## config.mk

```make
export PLATFORM = sky130hd
export DESIGN_NAME = object_tape_record_parser
export DESIGN_NICKNAME = d
export VERILOG_FILES = /design/src/sv/otrp_pkg.sv /design/src/sv/object_tape_record_parser.sv /design/src/sv/otrp_core.sv /design/src/sv/otrp_out_buf.sv
export VERILOG_INCLUDE_DIRS = /design/src /design/src/sv
export SDC_FILE = /design/constraint.sdc
export NUM_CORES = 1
export LEC_CHECK = 0
export ABC_AREA = 1
export BUFFER_PORTS_ARGS = -buffer_cell sky130_fd_sc_hd__buf_4
export CAP_MARGIN = 20
export CORE_MARGIN = 2
export CORE_UTILIZATION = 45
export CTS_BUF_LIST = sky130_fd_sc_hd__clkbuf_4 sky130_fd_sc_hd__clkbuf_8
export CTS_CLUSTER_DIAMETER = 80
export DETAILED_ROUTE_END_ITERATION = 10
export GPL_ROUTABILITY_DRIVEN = 0
export GPL_TIMING_DRIVEN = 0
export PLACE_DENSITY = 0.62
export SLEW_MARGIN = 20
export SYNTH_ARGS = -nofsm -noshare
export SYNTH_HDL_FRONTEND = slang
export SYNTH_SLANG_ARGS = --single-unit
```

## constraint.sdc

```tcl
create_clock -name clk -period 3.75 [get_ports clk]
set_input_delay 0.375 -clock clk [delete_from_list [all_inputs] [get_ports clk]]
set_output_delay 0.375 -clock clk [all_outputs]
set_load 0.05 [all_outputs]
```

## src/sv/object_tape_record_parser_defines.svh

```systemverilog
// Assertion macros shared by the object tape record parser.
// Included by the top level; relies on clk and rst_n in the including scope.
`ifndef OBJECT_TAPE_RECORD_PARSER_DEFINES_SVH
`define OBJECT_TAPE_RECORD_PARSER_DEFINES_SVH

// Same-cycle implication, disabled while reset is asserted.
`define OTRP_ASSERT_NOW(lbl, ante, cons, msg) \
  lbl: assert property (@(posedge clk) disable iff (!rst_n) (ante) |-> (cons)) \
    else $error(msg);

// Next-cycle implication, disabled while reset is asserted.
`define OTRP_ASSERT_NEXT(lbl, ante, cons, msg) \
  lbl: assert property (@(posedge clk) disable iff (!rst_n) (ante) |=> (cons)) \
    else $error(msg);

`endif

```

## src/sv/otrp_pkg.sv

```systemverilog
// Package of the object tape record parser: result type, status codes and constants.
// Used by otrp_core, otrp_out_buf and object_tape_record_parser; no dependencies.
`timescale 1ns / 1ps
`default_nettype none
package otrp_pkg;

  localparam int MAX_DATA_WORDS = 15;

  localparam logic [15:0] LEN_MIN      = 16'(65536 - MAX_DATA_WORDS);
  localparam logic [3:0]  KIND_MAX     = 4'd9;
  localparam logic [3:0]  KIND_RELOC   = 4'd2;
  localparam logic [3:0]  KIND_OBJ_END = 4'd6;
  localparam logic [4:0]  POS_LEN      = 5'd1;
  localparam logic [4:0]  POS_RELOC_LO = 5'd2;
  localparam logic [4:0]  POS_RELOC_HI = 5'd4;
  localparam logic [4:0]  POS_DATA     = 5'd6;
  localparam logic [4:0]  HDR_WORDS    = 5'd6;
  localparam logic [4:0]  LAST_DIGIT   = 5'd14;
  localparam int          RELOC_DIGITS = 15;

  typedef enum logic [2:0] {
    ST_OK        = 3'd0,
    ST_CSUM      = 3'd1,
    ST_PREMATURE = 3'd2,
    ST_END       = 3'd3,
    ST_TOO_LONG  = 3'd4
  } status_t;

  typedef struct packed {
    logic [15:0] word_value;
    logic [4:0]  word_position;
    logic [3:0]  record_kind;
    logic [2:0]  reloc_code;
    logic        record_last;
    logic        object_done;
    status_t     status;
  } result_t;

endpackage
`default_nettype wire

```

## src/sv/object_tape_record_parser.sv

```systemverilog
// Object tape record parser: one tape byte per request in, parsed word results out.
// Top level; depends on otrp_pkg, otrp_core, otrp_out_buf and the assertion macro header.
`timescale 1ns / 1ps
`default_nettype none
`include "object_tape_record_parser_defines.svh"
// The block takes one tape byte or end-of-tape request in every cycle in which in_stall
// is low and needs no warm-up after reset. Every second non-leader byte completes a word;
// its result is written at the same edge to the output register, or to the skid entry
// while the output register still holds a result. The two-entry result buffer between the
// parser and the output asserts in_stall only while both entries hold results, so sustained
// throughput is one byte per cycle whenever the consumer keeps up. After a checksum error,
// a bad type, an oversize length or any end of tape the parser halts and consumes bytes
// without producing results until reset.
module object_tape_record_parser (
  input  wire logic        clk,
  input  wire logic        rst_n,
  input  wire logic        in_valid,
  output logic             in_stall,
  input  wire logic [7:0]  in_tape_byte,
  input  wire logic        in_tape_end,
  output logic             out_valid,
  input  wire logic        out_stall,
  output logic [15:0]      out_word_value,
  output logic [4:0]       out_word_position,
  output logic [3:0]       out_record_kind,
  output logic [2:0]       out_reloc_code,
  output logic             out_record_last,
  output logic             out_object_done,
  output logic [2:0]       out_status
);
  import otrp_pkg::*;

  logic    acc;
  logic    res_valid;
  result_t res;
  result_t out_data;

  assign acc = in_valid && !in_stall;

  otrp_core u_core (
    .clk       (clk),
    .rst_n     (rst_n),
    .acc       (acc),
    .tape_byte (in_tape_byte),
    .tape_end  (in_tape_end),
    .res_valid (res_valid),
    .res       (res)
  );

  otrp_out_buf u_out_buf (
    .clk       (clk),
    .rst_n     (rst_n),
    .push      (res_valid),
    .push_data (res),
    .full      (in_stall),
    .out_valid (out_valid),
    .out_stall (out_stall),
    .out_data  (out_data)
  );

  assign out_word_value    = out_data.word_value;
  assign out_word_position = out_data.word_position;
  assign out_record_kind   = out_data.record_kind;
  assign out_reloc_code    = out_data.reloc_code;
  assign out_record_last   = out_data.record_last;
  assign out_object_done   = out_data.object_done;
  assign out_status        = out_data.status;

  `OTRP_ASSERT_NOW(a_stall_needs_result, !out_valid, !in_stall,
                   "input stalled while no result is pending")
  `OTRP_ASSERT_NOW(a_done_is_clean_end,
                   out_valid && out_object_done,
                   out_record_last && out_status == ST_OK && out_record_kind == KIND_OBJ_END,
                   "object end flagged on a word that is not a clean type 6 final word")
  `OTRP_ASSERT_NOW(a_csum_on_last, out_valid && out_status == ST_CSUM, out_record_last,
                   "checksum error reported away from the final word of a record")
  `OTRP_ASSERT_NEXT(a_push_shows_valid, res_valid, out_valid,
                    "produced result did not reach the output")

endmodule
`default_nettype wire

```

## src/sv/otrp_core.sv

```systemverilog
// Parser state and per-byte step logic of the object tape record parser.
// Depends on otrp_pkg; produces at most one result per accepted byte.
`timescale 1ns / 1ps
`default_nettype none
module otrp_core (
  input  wire logic              clk,
  input  wire logic              rst_n,
  input  wire logic              acc,
  input  wire logic [7:0]        tape_byte,
  input  wire logic              tape_end,
  output logic                   res_valid,
  output otrp_pkg::result_t      res
);
  import otrp_pkg::*;

  typedef enum logic [1:0] {
    PH_TYPE,
    PH_LEN,
    PH_BODY,
    PH_HALT
  } phase_t;

  phase_t                        phase_r, phase_nxt;
  logic                          skip_r, skip_nxt;
  logic                          held_v_r, held_v_nxt;
  logic [7:0]                    held_byte_r, held_byte_nxt;
  logic                          retry_r, retry_nxt;
  logic [4:0]                    wc_r, wc_nxt;
  logic [4:0]                    rw_r, rw_nxt;
  logic [3:0]                    kind_r, kind_nxt;
  logic [RELOC_DIGITS-1:0][2:0]  reloc_r, reloc_nxt;
  logic [15:0]                   sum_r, sum_nxt;

  logic [15:0] w;
  logic [15:0] sum_w;
  logic [4:0]  data_cnt;
  logic [4:0]  digit_k;
  logic [3:0]  digit_sel;
  logic [2:0]  code;
  logic        last_word;
  logic        has_reloc;

  assign w         = {tape_byte, held_byte_r};
  assign sum_w     = sum_r + w;
  assign data_cnt  = 5'(16'd0 - w);
  assign digit_k   = wc_r - POS_DATA;
  assign digit_sel = 4'(LAST_DIGIT - digit_k);
  assign has_reloc = (kind_r == KIND_RELOC) || (kind_r == KIND_OBJ_END);
  assign code      = (has_reloc && wc_r >= POS_DATA && digit_k <= LAST_DIGIT)
                     ? reloc_r[digit_sel] : 3'd0;
  assign last_word = ({1'b0, wc_r} + 6'd1) >= {1'b0, rw_r};

  always_comb begin
    phase_nxt     = phase_r;
    skip_nxt      = skip_r;
    held_v_nxt    = held_v_r;
    held_byte_nxt = held_byte_r;
    retry_nxt     = retry_r;
    wc_nxt        = wc_r;
    rw_nxt        = rw_r;
    kind_nxt      = kind_r;
    reloc_nxt     = reloc_r;
    sum_nxt       = sum_r;
    res_valid     = 1'b0;
    res           = '0;
    if (acc && phase_r != PH_HALT) begin
      if (tape_end) begin
        res_valid = 1'b1;
        phase_nxt = PH_HALT;
        if (phase_r == PH_TYPE) begin
          res.status = ST_END;
        end else begin
          res.status        = ST_PREMATURE;
          res.word_position = wc_r;
          res.record_kind   = kind_r;
        end
      end else if (!held_v_r) begin
        if (!(skip_r && tape_byte == 8'd0)) begin
          skip_nxt      = 1'b0;
          held_v_nxt    = 1'b1;
          held_byte_nxt = tape_byte;
        end
      end else begin
        held_v_nxt = 1'b0;
        case (phase_r)
          PH_TYPE: begin
            if (w == 16'd0 && !retry_r) begin
              retry_nxt = 1'b1;
            end else begin
              retry_nxt      = 1'b0;
              res_valid      = 1'b1;
              res.word_value = w;
              if (w == 16'd0 || w > {12'd0, KIND_MAX}) begin
                res.status = ST_END;
                phase_nxt  = PH_HALT;
              end else begin
                kind_nxt        = w[3:0];
                sum_nxt         = w;
                reloc_nxt       = '0;
                wc_nxt          = POS_LEN;
                phase_nxt       = PH_LEN;
                res.record_kind = w[3:0];
              end
            end
          end
          PH_LEN: begin
            res_valid         = 1'b1;
            res.word_value    = w;
            res.word_position = POS_LEN;
            res.record_kind   = kind_r;
            if (w < LEN_MIN) begin
              res.record_last = 1'b1;
              res.status      = ST_TOO_LONG;
              phase_nxt       = PH_HALT;
            end else begin
              rw_nxt    = HDR_WORDS + data_cnt;
              sum_nxt   = sum_w;
              wc_nxt    = POS_RELOC_LO;
              phase_nxt = PH_BODY;
            end
          end
          PH_BODY: begin
            sum_nxt           = sum_w;
            res_valid         = 1'b1;
            res.word_value    = w;
            res.word_position = wc_r;
            res.record_kind   = kind_r;
            res.reloc_code    = code;
            if (wc_r >= POS_RELOC_LO && wc_r <= POS_RELOC_HI) begin
              reloc_nxt = {reloc_r[RELOC_DIGITS-6:0], w[15:1]};
            end
            if (last_word) begin
              res.record_last = 1'b1;
              if (sum_w != 16'd0) begin
                res.status = ST_CSUM;
                phase_nxt  = PH_HALT;
              end else begin
                if (kind_r == KIND_OBJ_END) begin
                  res.object_done = 1'b1;
                  skip_nxt        = 1'b1;
                end
                phase_nxt = PH_TYPE;
                wc_nxt    = 5'd0;
              end
            end else begin
              wc_nxt = wc_r + 5'd1;
            end
          end
          default: begin
            phase_nxt = PH_HALT;
          end
        endcase
      end
    end
  end

  always_ff @(posedge clk) begin
    if (!rst_n) begin
      phase_r  <= PH_TYPE;
      skip_r   <= 1'b1;
      held_v_r <= 1'b0;
      retry_r  <= 1'b0;
      wc_r     <= '0;
      rw_r     <= '0;
      kind_r   <= '0;
      reloc_r  <= '0;
      sum_r    <= '0;
    end else begin
      phase_r  <= phase_nxt;
      skip_r   <= skip_nxt;
      held_v_r <= held_v_nxt;
      retry_r  <= retry_nxt;
      wc_r     <= wc_nxt;
      rw_r     <= rw_nxt;
      kind_r   <= kind_nxt;
      reloc_r  <= reloc_nxt;
      sum_r    <= sum_nxt;
    end
  end

  always_ff @(posedge clk) begin
    held_byte_r <= held_byte_nxt;
  end

endmodule
`default_nettype wire

```

## src/sv/otrp_out_buf.sv

```systemverilog
// Two-entry result buffer (output register plus skid register) for the parser.
// Depends on otrp_pkg; its stall toward the core is taken straight from a register.
`timescale 1ns / 1ps
`default_nettype none
module otrp_out_buf (
  input  wire logic              clk,
  input  wire logic              rst_n,
  input  wire logic              push,
  input  wire otrp_pkg::result_t push_data,
  output logic                   full,
  output logic                   out_valid,
  input  wire logic              out_stall,
  output otrp_pkg::result_t      out_data
);
  import otrp_pkg::*;

  logic    main_v_r, main_v_nxt;
  logic    skid_v_r, skid_v_nxt;
  result_t main_r, main_nxt;
  result_t skid_r, skid_nxt;
  logic    pop;

  assign pop       = main_v_r && !out_stall;
  assign full      = skid_v_r;
  assign out_valid = main_v_r;
  assign out_data  = main_r;

  always_comb begin
    main_v_nxt = main_v_r;
    skid_v_nxt = skid_v_r;
    main_nxt   = main_r;
    skid_nxt   = skid_r;
    if (skid_v_r) begin
      if (pop) begin
        main_nxt   = skid_r;
        skid_v_nxt = 1'b0;
      end
    end else if (push) begin
      if (!main_v_r || pop) begin
        main_nxt   = push_data;
        main_v_nxt = 1'b1;
      end else begin
        skid_nxt   = push_data;
        skid_v_nxt = 1'b1;
      end
    end else if (pop) begin
      main_v_nxt = 1'b0;
    end
  end

  always_ff @(posedge clk) begin
    if (!rst_n) begin
      main_v_r <= 1'b0;
      skid_v_r <= 1'b0;
    end else begin
      main_v_r <= main_v_nxt;
      skid_v_r <= skid_v_nxt;
    end
  end

  always_ff @(posedge clk) begin
    main_r <= main_nxt;
    skid_r <= skid_nxt;
  end

endmodule
`default_nettype wire

```

# Word level (Yosys, flattened, before mapping)
# Index checks and enable logic that the tools add are counted.
dict set report classes {
  add_sub_neg 7
  n_lt_le_gt_ge 8
  n_eq_ne 19
  n_mux 76
  n_bitwise 8
  reduce_logical 39
}
# cell count
set ops {}
lappend ops {{33-bit two-way mux} 6}
lappend ops {{45-bit two-way mux} 3}
lappend ops {{45-bit case mux with 2 select lines} 1}
lappend ops {{16-bit two-way mux} 5}
lappend ops {{16-bit case mux with 3 select lines} 1}
lappend ops {{5-bit two-way mux} 7}
lappend ops {{16-bit case mux with 2 select lines} 1}
lappend ops {{1-bit two-way mux} 27}
lappend ops {{7-bit AND reduction} 3}
lappend ops {{3-bit two-way mux} 6}
lappend ops {{9-bit two-way mux} 2}
lappend ops {{2-bit != test (second input constant)} 9}
lappend ops {{16-bit adder} 1}
lappend ops {{16-bit by 4-bit greater-than comparator with 1-bit output (second input constant)} 1}
lappend ops {{16-bit logical NOT} 1}
lappend ops {{16-bit less-than comparator (second input constant)} 1}
lappend ops {{16-bit nonzero test} 1}
lappend ops {{5-bit case mux with 3 select lines} 1}
lappend ops {{2-bit two-way mux} 7}
lappend ops {{3-bit binary-select mux with 4-bit select} 1}
lappend ops {{4-bit AND reduction} 3}
lappend ops {{5-bit case mux with 2 select lines} 1}
lappend ops {{2-bit nonzero test} 5}
lappend ops {{3-bit case mux with 3 select lines} 1}
lappend ops {{36 further kinds} 62}
dict set report totals {
  regBits 156
  out_inout_bits 35
  wordCells 197
}

# Logic depth before layout (Yosys ltp)
dict set report logic_depth {
  depth_word 12
  mapped_depth 20
  mapped_depth_nobuf 19
}

# By module
# From an unflattened synthesis, not the netlist that was laid out.
dict set report unflattened {
  cells_unflattened 1097
  hier_area_um2 8555.7
}
# module instances cells_each area_per_inst_um2 seq_area_each_um2
set by_module_without_submodules {}
lappend by_module_without_submodules {otrp_core 1 903 5977.0 1841.8}
lappend by_module_without_submodules {otrp_out_buf 1 192 2568.7 2021.9}
lappend by_module_without_submodules {object_tape_record_parser 1 2 10.0 0.0}

# Worst setup path after synthesis
# OpenSTA, ideal clock, no wires.
dict set report synth_timing {
  kind {register to register}
  from {reg u_core.phase_r[0]}
  to {reg u_out_buf.main_r, in the netlist u_out_buf.out_data[0] (enable)}
  setup_time_ns 0.434
  t_arrival_ns 3.140
  slack_ns 0.176
  stages_incl_launch_ff 10
  period_less_slack_ns 3.574
  cell_sequence {dfxtp_1 inv_1 ha_1 clkbuf_1 clkinv_1 o21ai_0 nand2_1 a21oi_1 inv_1 a21oi_1}
}
dict set report synth_via {
  elab_chain_cells 8
  elab_cells_between_ends 12
}
# item line
set synth_lines {}
lappend synth_lines {{start, declared} otrp_core.sv:23} ;# phase_t phase_r, phase_nxt;
lappend synth_lines {{start signal, assigned} otrp_core.sv:169} ;# phase_r <= phase_nxt;
lappend synth_lines {{2-bit by 1-bit equality test with 1-bit output or 2-bit equality test (tied branches)} otrp_core.sv:85} ;# case (phase_r)
lappend synth_lines {{2-bit OR reduction (no source line)} n/a}
lappend synth_lines {{1-bit case mux with 2 select lines} otrp_core.sv:85}
lappend synth_lines {{1-bit two-way mux} otrp_core.sv:77} ;# end else if (!held_v_r) begin
lappend synth_lines {{1-bit two-way mux} otrp_core.sv:67} ;# if (tape_end) begin
lappend synth_lines {{1-bit two-way mux *} otrp_core.sv:66} ;# if (acc && phase_r != PH_HALT) begin
lappend synth_lines {{2-bit nonzero test (no source line) *} n/a}
lappend synth_lines {{3-bit AND reduction (no source line) *} n/a}
lappend synth_lines {{end signal, assigned} otrp_out_buf.sv:62} ;# main_r <= main_nxt;
lappend synth_lines {{end, declared} otrp_out_buf.sv:19} ;# result_t main_r, main_nxt;
# Every way passes the cells marked *; elsewhere a longest branch is shown, timed or not.
# A chain may end at the register's enable or synchronous reset.

==> metrics.txt <==
Synth cell types=49; CTS buffer count=17; yosys warns=0; DR iter-0 viols=627; syn_nets=1,109; Port Buffers=47; PD cells=392 nW/µm²; final setup TNS=0 ns; Via Count=7,443; Critical Path RT=approximately 4.1 ns; vias in the first global route=6,847; Crit. End Element=flop; First-pass DRT Iterations=5; total power=3.72 mW; Sw Ratio=31.6%; vias per cell=5.44; commonest cells after routing, fill and taps aside=nand2_1 (262), a21oi_1 (116), inv_1 (95); cell leakage power=3.90 nW; Synth Instances=1,060; Die Width=141 µm; row cnt=between 40 and 50; relative slew slack=slightly above 50%; status=completed; commonest register cell after synthesis=dfxtp_1; Mapped Area=8410 µm²; Int Power=2.55 mW; Post-synth EDFFs=74; clock root cell=clkbuf_8; Synth-to-Final Area Change=12.9%; Hold WC Path Type=in -> reg; post-route minimum period=3.44 ns; H-Tree Depth=4; I/O pin cnt=48; max-slew violations=0; fin crit share=around nine tenths; CP startpoint kind=flop; initial antenna violation count=0; maximum capacitance violations=0; count of hold-fix buffers inserted at cts=0; ys async rst share=0%; NetSw=1.18 mW; Core Area=approximately 18,000 µm²; wire length per cell=16.4 µm; RSZ-0062 raised after global routing=no; register bit total from synthesis=156; GRT Total Usage=23.1%; register clock-pin slew on the reported worst setup and hold paths=0.10 ns; Max clock buf depth=2; Mean Syn Cell Area=a little under 8 µm²; NumNets Final=1,176; sequential fraction of the synthesis area=45.9%; post-DP HPWL=16,600 µm; diode count=0; Worst Skew=0.0111 ns; crit-path max cell delay=0.45 ns; CTS Sinks=approximately 160; Final Hold Viols=0; routed wire length=22,500 µm; TritonCTS clock tree=built; crit-path max FO=10; worst path arrival time=3.78 ns; CP Class=reg -> reg; die span in y=~140 µm; Initial Util=46.3%; peak supply drop=0.227 mV; DRC errors left=0; register cell area after layout=3860 µm²; largest net degree at the start of global routing=34; Seq pwr share=~50%; first-pass GRT wire length=between 30,000 and 40,000 µm; area occupied by multi-input gates=3930 µm²; Least-Margin Pin Slew=0.729 ns; commonest non-fill, non-tap cell in the layout=nand2_1; CP cell instances=clkbuf_2 > inv_2 > buf_2 > buf_2 > ha_1 > inv_1 > clkbuf_1 > o21ai_0 > nor2_1 > a31oi_1 > nand2_1 > o21ai_0 > a211oi_1 > mux2_1; Post-DRT Antenna Nets=0; number of fill cells=1,749; Post-CTS Setup Bufs=0; part of the power in the clock network=35.3%; share of layout cells above drive strength 1=approximately a tenth; Worst-Skew Late Latency=0.47 ns; combinational fraction of design power=14.6%; fmax=291 MHz; grt total ovfl=0; Critical-path top delay cell=clkbuf_1; area of the die=19,800 µm²; final setup violation count=0
[cell families after synthesis]
| kind of cell | count (synthesis) | share of synthesized area, % |
|---|---|---|
| flip-flops | 156 | 45.9 |
| adder cells (fa/ha/maj) | 36 | 5.44 |
| buffers and inverters | 153 | 7.50 |
| AND/OR/NAND/NOR | 471 | 24.2 |
| multiplexers | 3 | 0.402 |
| AO/OA/AOI/OAI | 227 | 15.0 |
| XOR/XNOR | 14 | 1.46 |
[area by class of cell]
cell class / instances / area share (%)
multi-input combinational: 751 / 41.4
sequential: 156 / 40.7
tap: 229 / 3.02
clock buffer: 17 / 2.46
buffer: 49 / 2.46
clock inverter: 15 / 1.81
timing repair buffer: 48 / 4.01
inverter: 104 / 4.19
[power by group through the flow]
stage	registers, mW	clock network (mW)	logic, mW
2_1_floorplan	2.00	0	0.266
3_3_place_gp	1.91	0	0.526
3_5_place_dp	1.90	0	0.539
4_1_cts	1.87	1.33	0.541
5_1_grt	1.87	1.40	0.590
6_report	1.87	1.31	0.543
[Yosys cell counts (5+ instances only)]
library cell  count  area share, %
o21ai_0          59            3.5
nor3_1           10           0.60
buf_2            12           0.71
a21oi_1         117            7.0
xor2_1            5           0.52
xnor2_1           9           0.94
ha_1             35            5.2
nand3_1          86            5.1
a211oi_1         12            1.1
edfxtp_1         74             26
a31oi_1          11           0.82
a22oi_1           9           0.80
nor2_1           83            3.7
clkbuf_1         31            1.4
nand2_1         262             12
dfxtp_1          82             20
inv_1            96            4.3
nand4_1          11           0.82
[per-layer routing]
layer | GRT usage, % | part of all wire, % | vias up | wire length (µm)
met3 | 3.91 | 5.3 | 29 | 1190
met2 | 36.9 | 46 | 224 | 10400
li1 | - | - | 3713 | -
met1 | 32.0 | 47 | 3477 | 10500
met4 | 7.58 | 1.8 | 0 | 397
met5 | 0 | 0 | - | 0
[critical path: cells and delay by family, from the launching register on]
kind / cells / cell delay, ns
AOI/OAI and AO/OA: 4 / 0.66
adders and majority gates: 1 / 0.43
buffers and inverters: 6 / 1.37
DFF: 1 / 0.43
muxes: 1 / 0.19
and+or+nand+nor: 2 / 0.19
[sequential cells by signal, summed over array words and instances (netlist names)]
name,flops
u_core.retry_r,1
u_out_buf.out_valid,1
u_out_buf.skid_r,33
u_core.reloc_r,45
u_core.sum_r,16
u_core.held_byte_r,8
u_out_buf.out_data,33
u_core.skip_r,1
u_core.wc_r,5
u_core.kind_r,4
u_core.rw_r,5
u_core.phase_r,2
u_out_buf.full,1
u_core.held_v_r,1
[per-stage QoR]
stage          util [%]  setup slack, ns  instance area (µm²)  hold slack (ns)  std cells
2_1_floorplan         -            0.176                 8410            0.435       1060
3_3_place_gp       49.9            -1.22                 9050            0.452       1336
3_5_place_dp       50.1            0.126                 9090            0.456       1337
4_1_cts            52.3           0.0927                 9490            0.161       1369
5_1_grt            52.3           0.0180                 9500            0.177       1369
6_report           52.3            0.313                 9500            0.191       1369
[path summary, 6_finish.rpt]
| path | start | to | slack (ns) | cells after the start |
|---|---|---|---|---|
| min reg2reg | u_core.reloc_r[36]$_SDFFE_PN0P_ | u_core.reloc_r[36]$_SDFFE_PN0P_ | 0.47 | 2 |
| min | in_tape_byte[7] | u_core.held_byte_r[7]$_DFFE_PP_ | 0.19 | 1 |
| max | u_core.wc_r[0]$_SDFFE_PN0P_ | u_out_buf.out_data[5]$_DFFE_PP_ | 0.31 | 14 |
| max reg2reg | u_core.wc_r[0]$_SDFFE_PN0P_ | u_out_buf.out_data[5]$_DFFE_PP_ | 0.31 | 14 |
[repair_timing]
| action | CTS | global route |
|---|---|---|
| setup endpoints to repair | 0 | 12 |
| endpoints found under the hold margin | 0 | 0 |
| resized for setup | 0 | 3 |
(Power assumes the default switching activity.)
